`config.mk`:
```
export PLATFORM = sky130hd
export DESIGN_NAME = aiff_mono8_stream_decoder
export DESIGN_NICKNAME = d
export VERILOG_FILES = /design/src/hw/rtl/amsd_pkg.sv /design/src/hw/rtl/amsd_queue.sv /design/src/hw/rtl/amsd_front.sv /design/src/hw/rtl/amsd_back.sv /design/src/hw/rtl/aiff_mono8_stream_decoder.sv
export SDC_FILE = /design/constraint.sdc
export NUM_CORES = 1
export LEC_CHECK = 0
export ABC_AREA = 1
export BUFFER_PORTS_ARGS = -buffer_cell sky130_fd_sc_hd__buf_2
export CAP_MARGIN = 20
export CELL_PAD_IN_SITES_DETAIL_PLACEMENT = 1
export CELL_PAD_IN_SITES_GLOBAL_PLACEMENT = 2
export CORE_MARGIN = 2
export CORE_UTILIZATION = 36
export CTS_CLUSTER_SIZE = 20
export DETAILED_ROUTE_END_ITERATION = 16
export GPL_TIMING_DRIVEN = 0
export PLACE_DENSITY_LB_ADDON = 0.05
export SKIP_CTS_REPAIR_TIMING = 1
export SLEW_MARGIN = 20
export SYNTH_ARGS = -nofsm -noshare
export SYNTH_HDL_FRONTEND = slang
export SYNTH_SLANG_ARGS = --single-unit
```
`constraint.sdc`:
```
create_clock -name clk -period 8.7 [get_ports clk]
set_input_delay 0.87 -clock clk [delete_from_list [all_inputs] [get_ports clk]]
set_output_delay 0.87 -clock clk [all_outputs]
set_load 0.02 [all_outputs]
```
`src/hw/rtl/amsd_pkg.sv`:
```
package amsd_pkg;

	// parse phases
	localparam logic [2:0] PH_HEADER = 3'd0;
	localparam logic [2:0] PH_CHEAD  = 3'd1;
	localparam logic [2:0] PH_COMM   = 3'd2;
	localparam logic [2:0] PH_SSND   = 3'd3;
	localparam logic [2:0] PH_SKIP   = 3'd4;
	localparam logic [2:0] PH_DRAIN  = 3'd5;

	// verdict status codes
	localparam logic [2:0] ST_OK       = 3'd0;
	localparam logic [2:0] ST_BAD_HDR  = 3'd1;
	localparam logic [2:0] ST_BAD_COMM = 3'd2;
	localparam logic [2:0] ST_NOT_M8   = 3'd3;
	localparam logic [2:0] ST_BAD_SSND = 3'd4;
	localparam logic [2:0] ST_MISSING  = 3'd5;

	// chunk tags, big-endian ascii
	localparam logic [31:0] TAG_FORM = 32'h464F_524D;
	localparam logic [31:0] TAG_AIFF = 32'h4149_4646;
	localparam logic [31:0] TAG_COMM = 32'h434F_4D4D;
	localparam logic [31:0] TAG_SSND = 32'h5353_4E44;

	localparam logic [31:0] COMM_LEN   = 32'd18;
	localparam logic [7:0]  RATE_BIAS  = 8'd30;
	localparam logic [7:0]  SAMPLE_OFS = 8'h80;

	// one queue entry: the results caused by one byte
	typedef struct packed {
		logic        has_sample;
		logic [7:0]  sample;
		logic        has_verdict;
		logic [2:0]  status;
		logic [15:0] channels;
		logic [31:0] frames;
		logic [15:0] bits;
		logic [31:0] rate;
	} amsd_entry_t;

endpackage

```
`src/hw/rtl/amsd_queue.sv`:
```
module amsd_queue #(
	parameter int DEPTH = 4
) (
	input  logic                  clk,
	input  logic                  arst_n,
	input  logic                  push,
	input  amsd_pkg::amsd_entry_t push_data,
	output logic                  full,
	input  logic                  pop,
	output amsd_pkg::amsd_entry_t pop_data,
	output logic                  empty
);

	localparam int PW = (DEPTH > 1) ? $clog2(DEPTH) : 1;
	localparam int CW = $clog2(DEPTH + 1);
	localparam logic [PW-1:0] LAST = PW'(DEPTH - 1);

	amsd_pkg::amsd_entry_t mem_q [DEPTH];
	logic [PW-1:0] wr_q, rd_q;
	logic [CW-1:0] cnt_q;

	assign full     = (cnt_q == CW'(DEPTH));
	assign empty    = (cnt_q == '0);
	assign pop_data = mem_q[rd_q];

	// storage
	always_ff @(posedge clk) begin
		if (push) begin
			mem_q[wr_q] <= push_data;
		end
	end

	// pointers and fill count
	always_ff @(posedge clk or negedge arst_n) begin
		if (!arst_n) begin
			wr_q  <= '0;
			rd_q  <= '0;
			cnt_q <= '0;
		end else begin
			if (push) begin
				wr_q <= (wr_q == LAST) ? '0 : wr_q + PW'(1);
			end
			if (pop) begin
				rd_q <= (rd_q == LAST) ? '0 : rd_q + PW'(1);
			end
			if (push && !pop) begin
				cnt_q <= cnt_q + CW'(1);
			end else if (pop && !push) begin
				cnt_q <= cnt_q - CW'(1);
			end
		end
	end

endmodule

```
`src/hw/rtl/amsd_front.sv`:
```
module amsd_front (
	input  logic                  clk,
	input  logic                  arst_n,
	input  logic                  accept,
	input  logic [7:0]            file_byte,
	input  logic                  end_of_file,
	output logic                  push,
	output amsd_pkg::amsd_entry_t push_data
);

	// extended-float rate to integer: shift top mantissa word, round on last bit out
	function automatic logic [31:0] conv_rate(input logic [7:0] expo, input logic [31:0] mant);
		logic [7:0]  sh;
		logic [32:0] wide;
		logic [31:0] res;
		sh   = amsd_pkg::RATE_BIAS - expo;
		wide = {mant, 1'b0} >> sh;
		if (sh == 8'd0) begin
			res = mant;
		end else if (sh > 8'd32) begin
			res = '0;
		end else begin
			res = wide[32:1] + {31'd0, wide[0]};
		end
		return res;
	endfunction

	logic [2:0]  phase_q, phase_n;
	logic [31:0] pos_q, pos_n, pos_inc;
	logic [31:0] tag_q, tag_n;
	logic [31:0] len_q, len_n;
	logic [15:0] chan_q, chan_n;
	logic [31:0] frames_q, frames_n;
	logic [15:0] bits_q, bits_n;
	logic [7:0]  expo_q, expo_n;
	logic [31:0] mant_q, mant_n;
	logic [31:0] rate_q, rate_n;
	logic        seen_q, seen_n;
	logic        samp_v, verd_v, restart;
	logic [2:0]  stat;
	logic [32:0] ssnd_need;

	assign pos_inc   = pos_q + 32'd1;
	assign ssnd_need = {1'b0, frames_q} + 33'd8;

	// next-state and result classification for one byte
	always_comb begin
		phase_n  = phase_q;
		pos_n    = pos_q;
		tag_n    = tag_q;
		len_n    = len_q;
		chan_n   = chan_q;
		frames_n = frames_q;
		bits_n   = bits_q;
		expo_n   = expo_q;
		mant_n   = mant_q;
		rate_n   = rate_q;
		seen_n   = seen_q;
		samp_v   = 1'b0;
		verd_v   = 1'b0;
		restart  = 1'b0;
		stat     = amsd_pkg::ST_OK;
		case (phase_q)
			amsd_pkg::PH_HEADER: begin
				if (pos_q < 32'd4) begin
					tag_n = {tag_q[23:0], file_byte};
				end else begin
					len_n = {len_q[23:0], file_byte};
				end
				if (pos_q == 32'd11) begin
					if (tag_n != amsd_pkg::TAG_FORM || len_n != amsd_pkg::TAG_AIFF) begin
						verd_v = 1'b1;
						stat   = amsd_pkg::ST_BAD_HDR;
					end else begin
						phase_n = amsd_pkg::PH_CHEAD;
						pos_n   = '0;
						tag_n   = '0;
						len_n   = '0;
					end
				end else begin
					pos_n = pos_inc;
				end
			end
			amsd_pkg::PH_CHEAD: begin
				if (pos_q < 32'd4) begin
					tag_n = {tag_q[23:0], file_byte};
				end else begin
					len_n = {len_q[23:0], file_byte};
				end
				if (pos_q == 32'd7) begin
					pos_n = '0;
					if (tag_n == amsd_pkg::TAG_COMM) begin
						if (len_n != amsd_pkg::COMM_LEN) begin
							verd_v = 1'b1;
							stat   = amsd_pkg::ST_BAD_COMM;
						end else begin
							phase_n = amsd_pkg::PH_COMM;
						end
					end else if (tag_n == amsd_pkg::TAG_SSND) begin
						// only 8-bit mono gets past COMM, so the body is frames plus prefix
						if ({1'b0, len_n} != ssnd_need) begin
							verd_v = 1'b1;
							stat   = amsd_pkg::ST_BAD_SSND;
						end else begin
							phase_n = amsd_pkg::PH_SSND;
						end
					end else if (len_n != '0) begin
						phase_n = amsd_pkg::PH_SKIP;
					end
				end else begin
					pos_n = pos_inc;
				end
			end
			amsd_pkg::PH_COMM: begin
				if (pos_q < 32'd2) begin
					chan_n = {chan_q[7:0], file_byte};
				end else if (pos_q < 32'd6) begin
					frames_n = {frames_q[23:0], file_byte};
				end else if (pos_q < 32'd8) begin
					bits_n = {bits_q[7:0], file_byte};
				end else if (pos_q == 32'd9) begin
					expo_n = file_byte;
				end else if (pos_q >= 32'd10 && pos_q < 32'd14) begin
					mant_n = {mant_q[23:0], file_byte};
				end
				if (pos_q == 32'd17) begin
					rate_n = conv_rate(expo_q, mant_q);
					pos_n  = '0;
					if (bits_q != 16'd8 || chan_q != 16'd1) begin
						verd_v = 1'b1;
						stat   = amsd_pkg::ST_NOT_M8;
					end else begin
						phase_n = amsd_pkg::PH_CHEAD;
					end
				end else begin
					pos_n = pos_inc;
				end
			end
			amsd_pkg::PH_SSND: begin
				samp_v = (pos_q >= 32'd8);
				if (pos_q == len_q - 32'd1) begin
					seen_n  = 1'b1;
					phase_n = amsd_pkg::PH_CHEAD;
					pos_n   = '0;
				end else begin
					pos_n = pos_inc;
				end
			end
			amsd_pkg::PH_SKIP: begin
				if (pos_q == len_q - 32'd1) begin
					phase_n = amsd_pkg::PH_CHEAD;
					pos_n   = '0;
				end else begin
					pos_n = pos_inc;
				end
			end
			default: begin
				// draining after an error: wait for the end of the file
				restart = end_of_file;
			end
		endcase

		// end of file without an early error
		if (phase_q <= amsd_pkg::PH_SKIP && !verd_v && end_of_file) begin
			verd_v = 1'b1;
			case (phase_n)
				amsd_pkg::PH_HEADER: stat = amsd_pkg::ST_BAD_HDR;
				amsd_pkg::PH_COMM:   stat = amsd_pkg::ST_BAD_COMM;
				amsd_pkg::PH_SSND:   stat = amsd_pkg::ST_BAD_SSND;
				default: begin
					if (chan_n == '0 || frames_n == '0 || bits_n == '0 || rate_n == '0 ||
						!seen_n) begin
						stat = amsd_pkg::ST_MISSING;
					end else begin
						stat = amsd_pkg::ST_OK;
					end
				end
			endcase
		end

		if (verd_v) begin
			if (end_of_file) begin
				restart = 1'b1;
			end else begin
				phase_n = amsd_pkg::PH_DRAIN;
				pos_n   = '0;
			end
		end
	end

	// queue entry reports stored values after this byte
	assign push                  = accept && (samp_v || verd_v);
	assign push_data.has_sample  = samp_v;
	assign push_data.sample      = file_byte ^ amsd_pkg::SAMPLE_OFS;
	assign push_data.has_verdict = verd_v;
	assign push_data.status      = stat;
	assign push_data.channels    = chan_n;
	assign push_data.frames      = frames_n;
	assign push_data.bits        = bits_n;
	assign push_data.rate        = rate_n;

	// parser state
	always_ff @(posedge clk or negedge arst_n) begin
		if (!arst_n) begin
			phase_q  <= amsd_pkg::PH_HEADER;
			pos_q    <= '0;
			tag_q    <= '0;
			len_q    <= '0;
			chan_q   <= '0;
			frames_q <= '0;
			bits_q   <= '0;
			expo_q   <= '0;
			mant_q   <= '0;
			rate_q   <= '0;
			seen_q   <= 1'b0;
		end else if (accept) begin
			if (restart) begin
				phase_q  <= amsd_pkg::PH_HEADER;
				pos_q    <= '0;
				tag_q    <= '0;
				len_q    <= '0;
				chan_q   <= '0;
				frames_q <= '0;
				bits_q   <= '0;
				expo_q   <= '0;
				mant_q   <= '0;
				rate_q   <= '0;
				seen_q   <= 1'b0;
			end else begin
				phase_q  <= phase_n;
				pos_q    <= pos_n;
				tag_q    <= tag_n;
				len_q    <= len_n;
				chan_q   <= chan_n;
				frames_q <= frames_n;
				bits_q   <= bits_n;
				expo_q   <= expo_n;
				mant_q   <= mant_n;
				rate_q   <= rate_n;
				seen_q   <= seen_n;
			end
		end
	end

endmodule

```
`src/hw/rtl/amsd_back.sv`:
```
module amsd_back (
	input  logic                  clk,
	input  logic                  arst_n,
	input  logic                  q_empty,
	input  amsd_pkg::amsd_entry_t q_data,
	output logic                  q_pop,
	output logic                  out_valid,
	input  logic                  out_ready,
	output logic                  item_kind,
	output logic signed [7:0]     pcm_sample,
	output logic [2:0]            status,
	output logic [15:0]           channel_total,
	output logic [31:0]           frame_total,
	output logic [15:0]           bits_per_sample,
	output logic [31:0]           rate_hz,
	output logic                  run_end
);

	amsd_pkg::amsd_entry_t hold_q;
	logic hold_v_q;
	logic both, fire, last, load;

	assign both  = hold_q.has_sample && hold_q.has_verdict;
	assign fire  = hold_v_q && out_ready;
	assign last  = fire && !both;
	assign load  = (!hold_v_q || last) && !q_empty;
	assign q_pop = load;

	// result mux: sample goes out before the verdict of the same byte
	assign out_valid       = hold_v_q;
	assign item_kind       = !hold_q.has_sample;
	assign run_end         = !both;
	assign pcm_sample      = hold_q.has_sample ? $signed(hold_q.sample) : 8'sd0;
	assign status          = hold_q.has_sample ? amsd_pkg::ST_OK : hold_q.status;
	assign channel_total   = hold_q.has_sample ? 16'd0 : hold_q.channels;
	assign frame_total     = hold_q.has_sample ? 32'd0 : hold_q.frames;
	assign bits_per_sample = hold_q.has_sample ? 16'd0 : hold_q.bits;
	assign rate_hz         = hold_q.has_sample ? 32'd0 : hold_q.rate;

	// holding register payload
	always_ff @(posedge clk) begin
		if (load) begin
			hold_q <= q_data;
		end else if (fire) begin
			hold_q.has_sample <= 1'b0;
		end
	end

	// holding register valid
	always_ff @(posedge clk or negedge arst_n) begin
		if (!arst_n) begin
			hold_v_q <= 1'b0;
		end else if (load) begin
			hold_v_q <= 1'b1;
		end else if (last) begin
			hold_v_q <= 1'b0;
		end
	end

endmodule

```
`src/hw/rtl/aiff_mono8_stream_decoder.sv`:
```
// Byte-serial parser for 8-bit mono AIFF files. One file byte is taken per cycle whenever
// the result queue between parser and output stage has room (QUEUE_DEPTH entries); a byte
// inside the SSND sample data yields one converted sample, and a byte that ends the file or
// hits an error yields a verdict, so one byte may give two results, sent one after the other.
// Results pass through the result queue and a holding register, one per cycle while out_ready
// is high; a steady rate of one byte per cycle holds while out_ready is high and bytes give at
// most one result each. After an error, bytes are dropped up to the next end-of-file byte,
// and every end-of-file byte starts the next file from a clean state.
module aiff_mono8_stream_decoder #(
	parameter int QUEUE_DEPTH = 4
) (
	input  logic              clk,
	input  logic              arst_n,
	input  logic              in_valid,
	output logic              in_ready,
	input  logic [7:0]        file_byte,
	input  logic              end_of_file,
	output logic              out_valid,
	input  logic              out_ready,
	output logic              item_kind,
	output logic signed [7:0] pcm_sample,
	output logic [2:0]        status,
	output logic [15:0]       channel_total,
	output logic [31:0]       frame_total,
	output logic [15:0]       bits_per_sample,
	output logic [31:0]       rate_hz,
	output logic              run_end
);

	amsd_pkg::amsd_entry_t push_data, pop_data;
	logic push, pop, full, empty, accept;

	assign in_ready = !full;
	assign accept   = in_valid && in_ready;

	// parser front
	amsd_front u_front (
		.clk         (clk),
		.arst_n      (arst_n),
		.accept      (accept),
		.file_byte   (file_byte),
		.end_of_file (end_of_file),
		.push        (push),
		.push_data   (push_data)
	);

	// result queue
	amsd_queue #(
		.DEPTH (QUEUE_DEPTH)
	) u_queue (
		.clk       (clk),
		.arst_n    (arst_n),
		.push      (push),
		.push_data (push_data),
		.full      (full),
		.pop       (pop),
		.pop_data  (pop_data),
		.empty     (empty)
	);

	// output stage
	amsd_back u_back (
		.clk             (clk),
		.arst_n          (arst_n),
		.q_empty         (empty),
		.q_data          (pop_data),
		.q_pop           (pop),
		.out_valid       (out_valid),
		.out_ready       (out_ready),
		.item_kind       (item_kind),
		.pcm_sample      (pcm_sample),
		.status          (status),
		.channel_total   (channel_total),
		.frame_total     (frame_total),
		.bits_per_sample (bits_per_sample),
		.rate_hz         (rate_hz),
		.run_end         (run_end)
	);

endmodule

```
**Yosys cells after proc, flatten, opt, wreduce, memory -nomap -nowiden**

Memories as Yosys holds them, arrays and structs flattened.
Index checks and enable logic that the tools add are counted.

- Flip-flop bits (word level): 353
- Bits in writable memories: 436
- Bits of input ports: 13
- Memories kept: 1

- Add/sub/neg operators: 9
- Magnitude comparators: 9
- Equal/unequal tests: 26
- Shift-type cells: 1
- Mux-type cells: 115
- Bitwise operators: 1
- Reductions and logical operators: 49

Memory list:

| name | words | bits a word | rd ports | clocked after Yosys merged registers in | wr ports | line | RTL |
|---|---|---|---|---|---|---|---|
| u_queue.mem_q | 4 | 109 | 1 | 0 | 1 | amsd_queue.sv:18 | `amsd_pkg::amsd_entry_t mem_q [DEPTH];` |

Operators by type and width:

| cell | number |
|---|---|
| 2-to-1 mux 32 bit | 38 |
| 2-to-1 mux 16 bit | 10 |
| case mux 32 bit (2 select lines) | 2 |
| case mux 32 bit (4 select lines) | 1 |
| 2-to-1 mux 3 bit | 25 |
| equality test 32 x 31 -> 1 bit (second input constant) | 2 |
| equality test 32 x 4 -> 1 bit (second input constant) | 2 |
| >= comparator 32 x 4 -> 1 bit (second input constant) | 2 |
| zero test 32 bit | 2 |
| less-than comparator 32 x 3 -> 1 bit (second input constant) | 2 |
| less-than comparator 32 x 4 -> 1 bit (second input constant) | 2 |
| inequality test 32 x 31 -> 1 bit (second input constant) | 2 |
| 2-to-1 mux 8 bit | 7 |
| adder 32 x 4 -> 33 bit (second input constant) | 1 |
| inequality test 32 x 33 -> 1 bit | 1 |
| >> shifter 33 x 8 -> 33 bit | 1 |
| adder 32 x 1 -> 32 bit | 1 |
| adder 32 x 1 -> 32 bit (second input constant) | 1 |
| equality test 32 x 3 -> 1 bit (second input constant) | 1 |
| equality test 32 bit | 1 |
| equality test 32 x 5 -> 1 bit (second input constant) | 1 |
| zero test 16 bit | 2 |
| less-than comparator 32 x 2 -> 1 bit (second input constant) | 1 |
| inequality test 32 x 5 -> 1 bit (second input constant) | 1 |
| other kinds (33) | 101 |

**Longest topological paths before layout**

- Word-level depth: 19
- Depth in mapped cells: 35
- Gate-level depth less buffers: 33

**Cells and area by module**

A second synthesis with hierarchy kept.

- Cells, all modules: 4761
- Area total of the unflattened synthesis: 41900.2 um2

By module, submodules not included:

| module | times used | cells each | area an instance (um2) | sequential area each (um2) |
|---|---|---|---|---|
| amsd_front | 1 | 3087 | 19738.9 | 5905.7 |
| amsd_queue | 1 | 1323 | 17913.4 | 13267.7 |
| amsd_back | 1 | 348 | 4234.1 | 3298.2 |
| aiff_mono8_stream_decoder | 1 | 3 | 13.8 | 0.0 |

**Worst setup path after synthesis**

Ideal clock, no wire load.

- Path kind: register -> register
- From: reg u_front.pos_q[23]
- To: mem u_queue.mem_q[0][0] (netlist bit) (enable)
- Library setup time: 0.578 ns
- Arrival: 7.605 ns
- Required time: 8.122 ns
- Path slack: 0.516 ns
- Cell stages (with the launch flop): 28
- Path buffers: 2
- Clock period less this slack: 8.184 ns
- Cells stage by stage: dfrtp_1 > inv_2 > nand2_1 > nor2_1 > nand2_1 > nor2_2 > nand2_2 > nor2_4 > nand2_2 > buf_6 > buf_6 > a21oi_2 > nand2_1 > nor2_1 > nand4_1 > nor2_2 > nand3_1 > nor2_1 > nand2_1 > nand3_2 > nand2_1 > nor2_2 > nand2_2 > nor3_4 > nor2_2 > o21ai_2 > nand2_2 > nor2_1

- Longest elaborated chain between the ends: 17

RTL lines:

| what | line | RTL |
|---|---|---|
| from (decl) | amsd_front.sv:29 | `logic [31:0] pos_q, pos_n, pos_inc;` |
| from (signal assigned) | amsd_front.sv:231 | `pos_q <= pos_n;` |
| less-than comparator 32 x 3 -> 1 bit | amsd_front.sv:65, amsd_front.sv:85 |  |
| 2-to-1 mux 32 bit | amsd_front.sv:65, amsd_front.sv:85 |  |
| 2-to-1 mux 32 bit | amsd_front.sv:63 | `case (phase_q)` |
| inequality test 32 x 33 -> 1 bit | amsd_front.sv:101 | `if ({1'b0, len_n} != ssnd_need) begin` |
| 2-to-1 mux 1 bit | amsd_front.sv:101 |  |
| 2-to-1 mux 1 bit | amsd_front.sv:99 | `end else if (tag_n == amsd_pkg::TAG_SSND) begin` |
| 2-to-1 mux 1 bit | amsd_front.sv:92 | `if (tag_n == amsd_pkg::TAG_COMM) begin` |
| 2-to-1 mux 1 bit | amsd_front.sv:90 | `if (pos_q == 32'd7) begin` |
| case mux 1 bit (3 select lines) | amsd_front.sv:63 |  |
| zero test 1 bit | amsd_front.sv:164 | `if (phase_q <= amsd_pkg::PH_SKIP && !verd_v && end_of_file) begin` |
| logical AND 1 bit (2 in series) | amsd_front.sv:164 |  |
| 2-to-1 mux 1 bit | amsd_front.sv:164 |  |
| logical OR 1 bit (*) | amsd_front.sv:192 | `assign push = accept && (samp_v \|\| verd_v);` |
| logical AND 1 bit (*) | amsd_front.sv:192 |  |
| 2-to-1 mux 1 bit (*) | amsd_queue.sv:28 | `if (push) begin` |
| 2-to-1 mux 1 bit (not written as such) (*) | amsd_queue.sv:29 | `mem_q[wr_q] <= push_data;` |
| to (decl) | amsd_queue.sv:18 |  |

Mark *: on every way between the ends. The rest lies on a longest branch, timed or not. The select of a mux whose other input is x is not followed.

==> impl_metrics.tcl <==
set metrics [dict create \
    fin_ws_ns 1.663 \
    ant_nets 0 \
    relSlewSlack_pct 27.65 \
    syn_area_per_cell_sq_um 8.827 \
    final-hold-violation-count 0 \
    post-route-min-period_ns 7.037 \
    overflow 0 \
    internal_power_mw 8.768 \
    synth.top_cell.area_share_pct 40.77 \
    htreeDepth 3 \
    ys_async_sr_fraction_pct 30.93 \
    first_iter_violations 2514 \
    clockBufferDepth 3 \
    die_h_microns 337.9 \
    yosysSeqAreaShare_pct 55.99 \
    crit_path_frequent_cell "nand2_1" \
    root_buffer "clkbuf_16" \
    p_leak_nw 19.76 \
    synth_area_sq_um 40140 \
    grt_setup_unrepaired "false" \
    synth.distinct_cells 57 \
    cts_buffers 91 \
    cts_tree "yes" \
    die_x_microns 337.9 \
    grt-busiest-layer "met2" \
    grt_usage_pct 26.38 \
    finish.utilization_pct 42.09 \
    fin_nets 4816 \
    synthTopCellsByCount "705 x nand2_1, 569 x nor2_1, 555 x inv_1" \
    critPathArrivalTime_ns 7.50 \
    synth_nets 4575 \
    slew_viol_final 0 \
    grt_util_met1_pct 37.58 \
    wl_microns 151900 \
    use_met3_pct 4.296 \
    dr.pass1.iters 6 \
    min_period_over_period_pct 80.88 \
    endpoint_kind "flip-flop" \
    drive_above_1_share_pct 8.856 \
    worstSetupStartpointType "flip-flop" \
    fmaxAchievable_mhz 142.1 \
    total_power_mw 14.73 \
    ir_drop_v 0.0001933 \
    clkLatencyLatePin_ns 0.70 \
    maxCapViolations 0 \
    swShare_pct 40.49 \
    hold_path_class "input port to asynchronous set/reset pin" \
    place_congestion 0.9018 \
    via_count 34010 \
    cp_max_fo 10 \
    pwr-share-clk_pct 28.6 \
    place_ws_ns 1.743 \
    pin_count 124 \
    via_per_inst 5.350 \
    yosys.cell_count.top_type "nand2_1" \
    required_ns 9.17 \
    power_switching_mw 5.966 \
    synth_cells 4547 \
    io_buffers 122 \
    wl_per_cell_microns 23.88 \
    antenna_found_initial 7 \
    start_util_pct 36.27 \
    cp_slowest_cell "clkbuf_1" \
    die-area_sq_um 114200 \
    worstMarginPinSlew_ns 1.074 \
    syn2layout_area_growth_pct 16.04 \
    synth_edf_count 545 \
    synthFlopType "edfxtp_1" \
    max_stage_delay_ns 0.51 \
    setup-tns-final_ns 0 \
    synth_warnings 0 \
    grt_max_degree 85 \
    worst_clock_skew_ns 0.05224 \
    met2_usage_pct 42.31 \
    ys_ff_latch 789 \
    post-dp-hpwl_microns 111400 \
    stdcell_area_sq_um 46580 \
    crit_start "u_front.expo_q[0]" \
    yosys.area.top_type "edfxtp_1" \
    numClockSinks 789 \
    ys_top_cells_by_area "edfxtp_1 41%, dfrtp_1 15%, nand2_1 6.6%" \
    core_sq_um 110700 \
    drc 0 \
    combPwrFrac_pct 37.0 \
    status "finished, final reports clean" \
    hold_ws_ns 0.09994 \
    fin_cells 6358 \
    rows 122 \
    crit_type "flip-flop to flip-flop" \
    grt_pass1_wl_microns 223800 \
    r2r_start "u_front.expo_q[0]" \
    setup_viol 0 \
    p_seq_share_pct 34.5 \
    powerDensity_nw_per_um2 316.3 \
    placed_cells 6183 \
    place_area_sq_um 43250 \
    clk_pin_slew_ns 0.06 \
    first_global_vias 34180 \
]
## power groups by stage
stage                     logic (mW)  clock network, mW  registers, mW
after floorplan                 3.35                  0           5.07
after global placement          5.32                  0           5.25
after detailed placement        5.46                  0           5.15
after CTS                       5.49               4.29           5.08
after global routing            6.00               4.44           5.13
final                           5.45               4.21           5.08
## final timing paths
| kind | end | slack (ns) | cells past startpoint |
|---|---|---|---|
| min in group clk | u_front.rate_q[1] | 0.49 | 2 |
| hold reg to reg | u_front.rate_q[1] | 0.49 | 2 |
| hold / removal | u_front.pos_q[21] | 0.1 | 1 |
| setup reg to reg | u_queue.mem_q[1][96] | 1.66 | 33 |
| max in group asynchronous | u_front.frames_q[2] | 7.53 | 3 |
| setup / recovery | u_queue.mem_q[1][96] | 1.66 | 33 |
## per-layer routing
layer	vias up	routed length (microns)	share of wire [%]
li1	16070	-	-
met1	16970	71450	47
met2	811	69480	46
met3	160	8204	5.4
met4	2	2708	1.8
met5	-	8	0.0053
## sequential cells by signal, summed over array words and instances (netlist names), 32 cells and up
register and cells:
u_queue.mem_q 436, u_front.tag_q 32, u_front.pos_q 32, u_front.len_q 32, u_front.frames_q 32, u_back.hold_q 109
u_front.mant_q 32, u_front.rate_q 32
## worst max-delay path, delay by kind of cell, from the launching register on
kind,cells,cell delay (ns)
simple gates,20,2.91
buf+inv,7,1.75
fa+ha+maj,3,0.92
compound gates,3,0.89
flops,1,0.38
## logic make-up after synthesis
family,share of synthesized area [%]
simple gates,20.70
compound gates,12.30
buf+inv,8.105
flops,55.99
xor+xnor,2.422
fa+ha+maj,0.4863
## final cells by class
type / count / area, sq um
multi-input cells: 2919 / 14450
flip-flops and latches: 789 / 22470
fillers: 12880 / 64090
clock inverters: 59 / 874.6
inverters: 603 / 2268
plain buffers: 236 / 991.0
repair buffers: 148 / 1209
well taps: 1488 / 1862
clock buffers: 113 / 2441
diodes: 3 / 7.507
## cell usage in the layout (no fill, tap or decap), drive strengths merged, types with 3 or more instances in the layout
cell      netlist  final
nor3           59     59
clkinvlp        0      7
nand3b          6      6
dfrtp         244    244
inv           596    603
clkbuf        179    292
o22ai         244    244
o211ai         16     16
or2            17     17
diode           0      3
o31ai           4      4
nand2         709    709
bufinv          0     17
ha             14     14
nor2          577    577
nand4         120    120
a31oi           5      5
nor4           28     28
buf            57    205
o21a            5      5
xor2           98     98
clkinv          7     35
xnor2          13     13
a21oi          37     37
nand3         395    395
o21ai         531    531
edfxtp        545    545
o2111ai        20     20
Note: power is estimated with default switching activity, not from simulation.
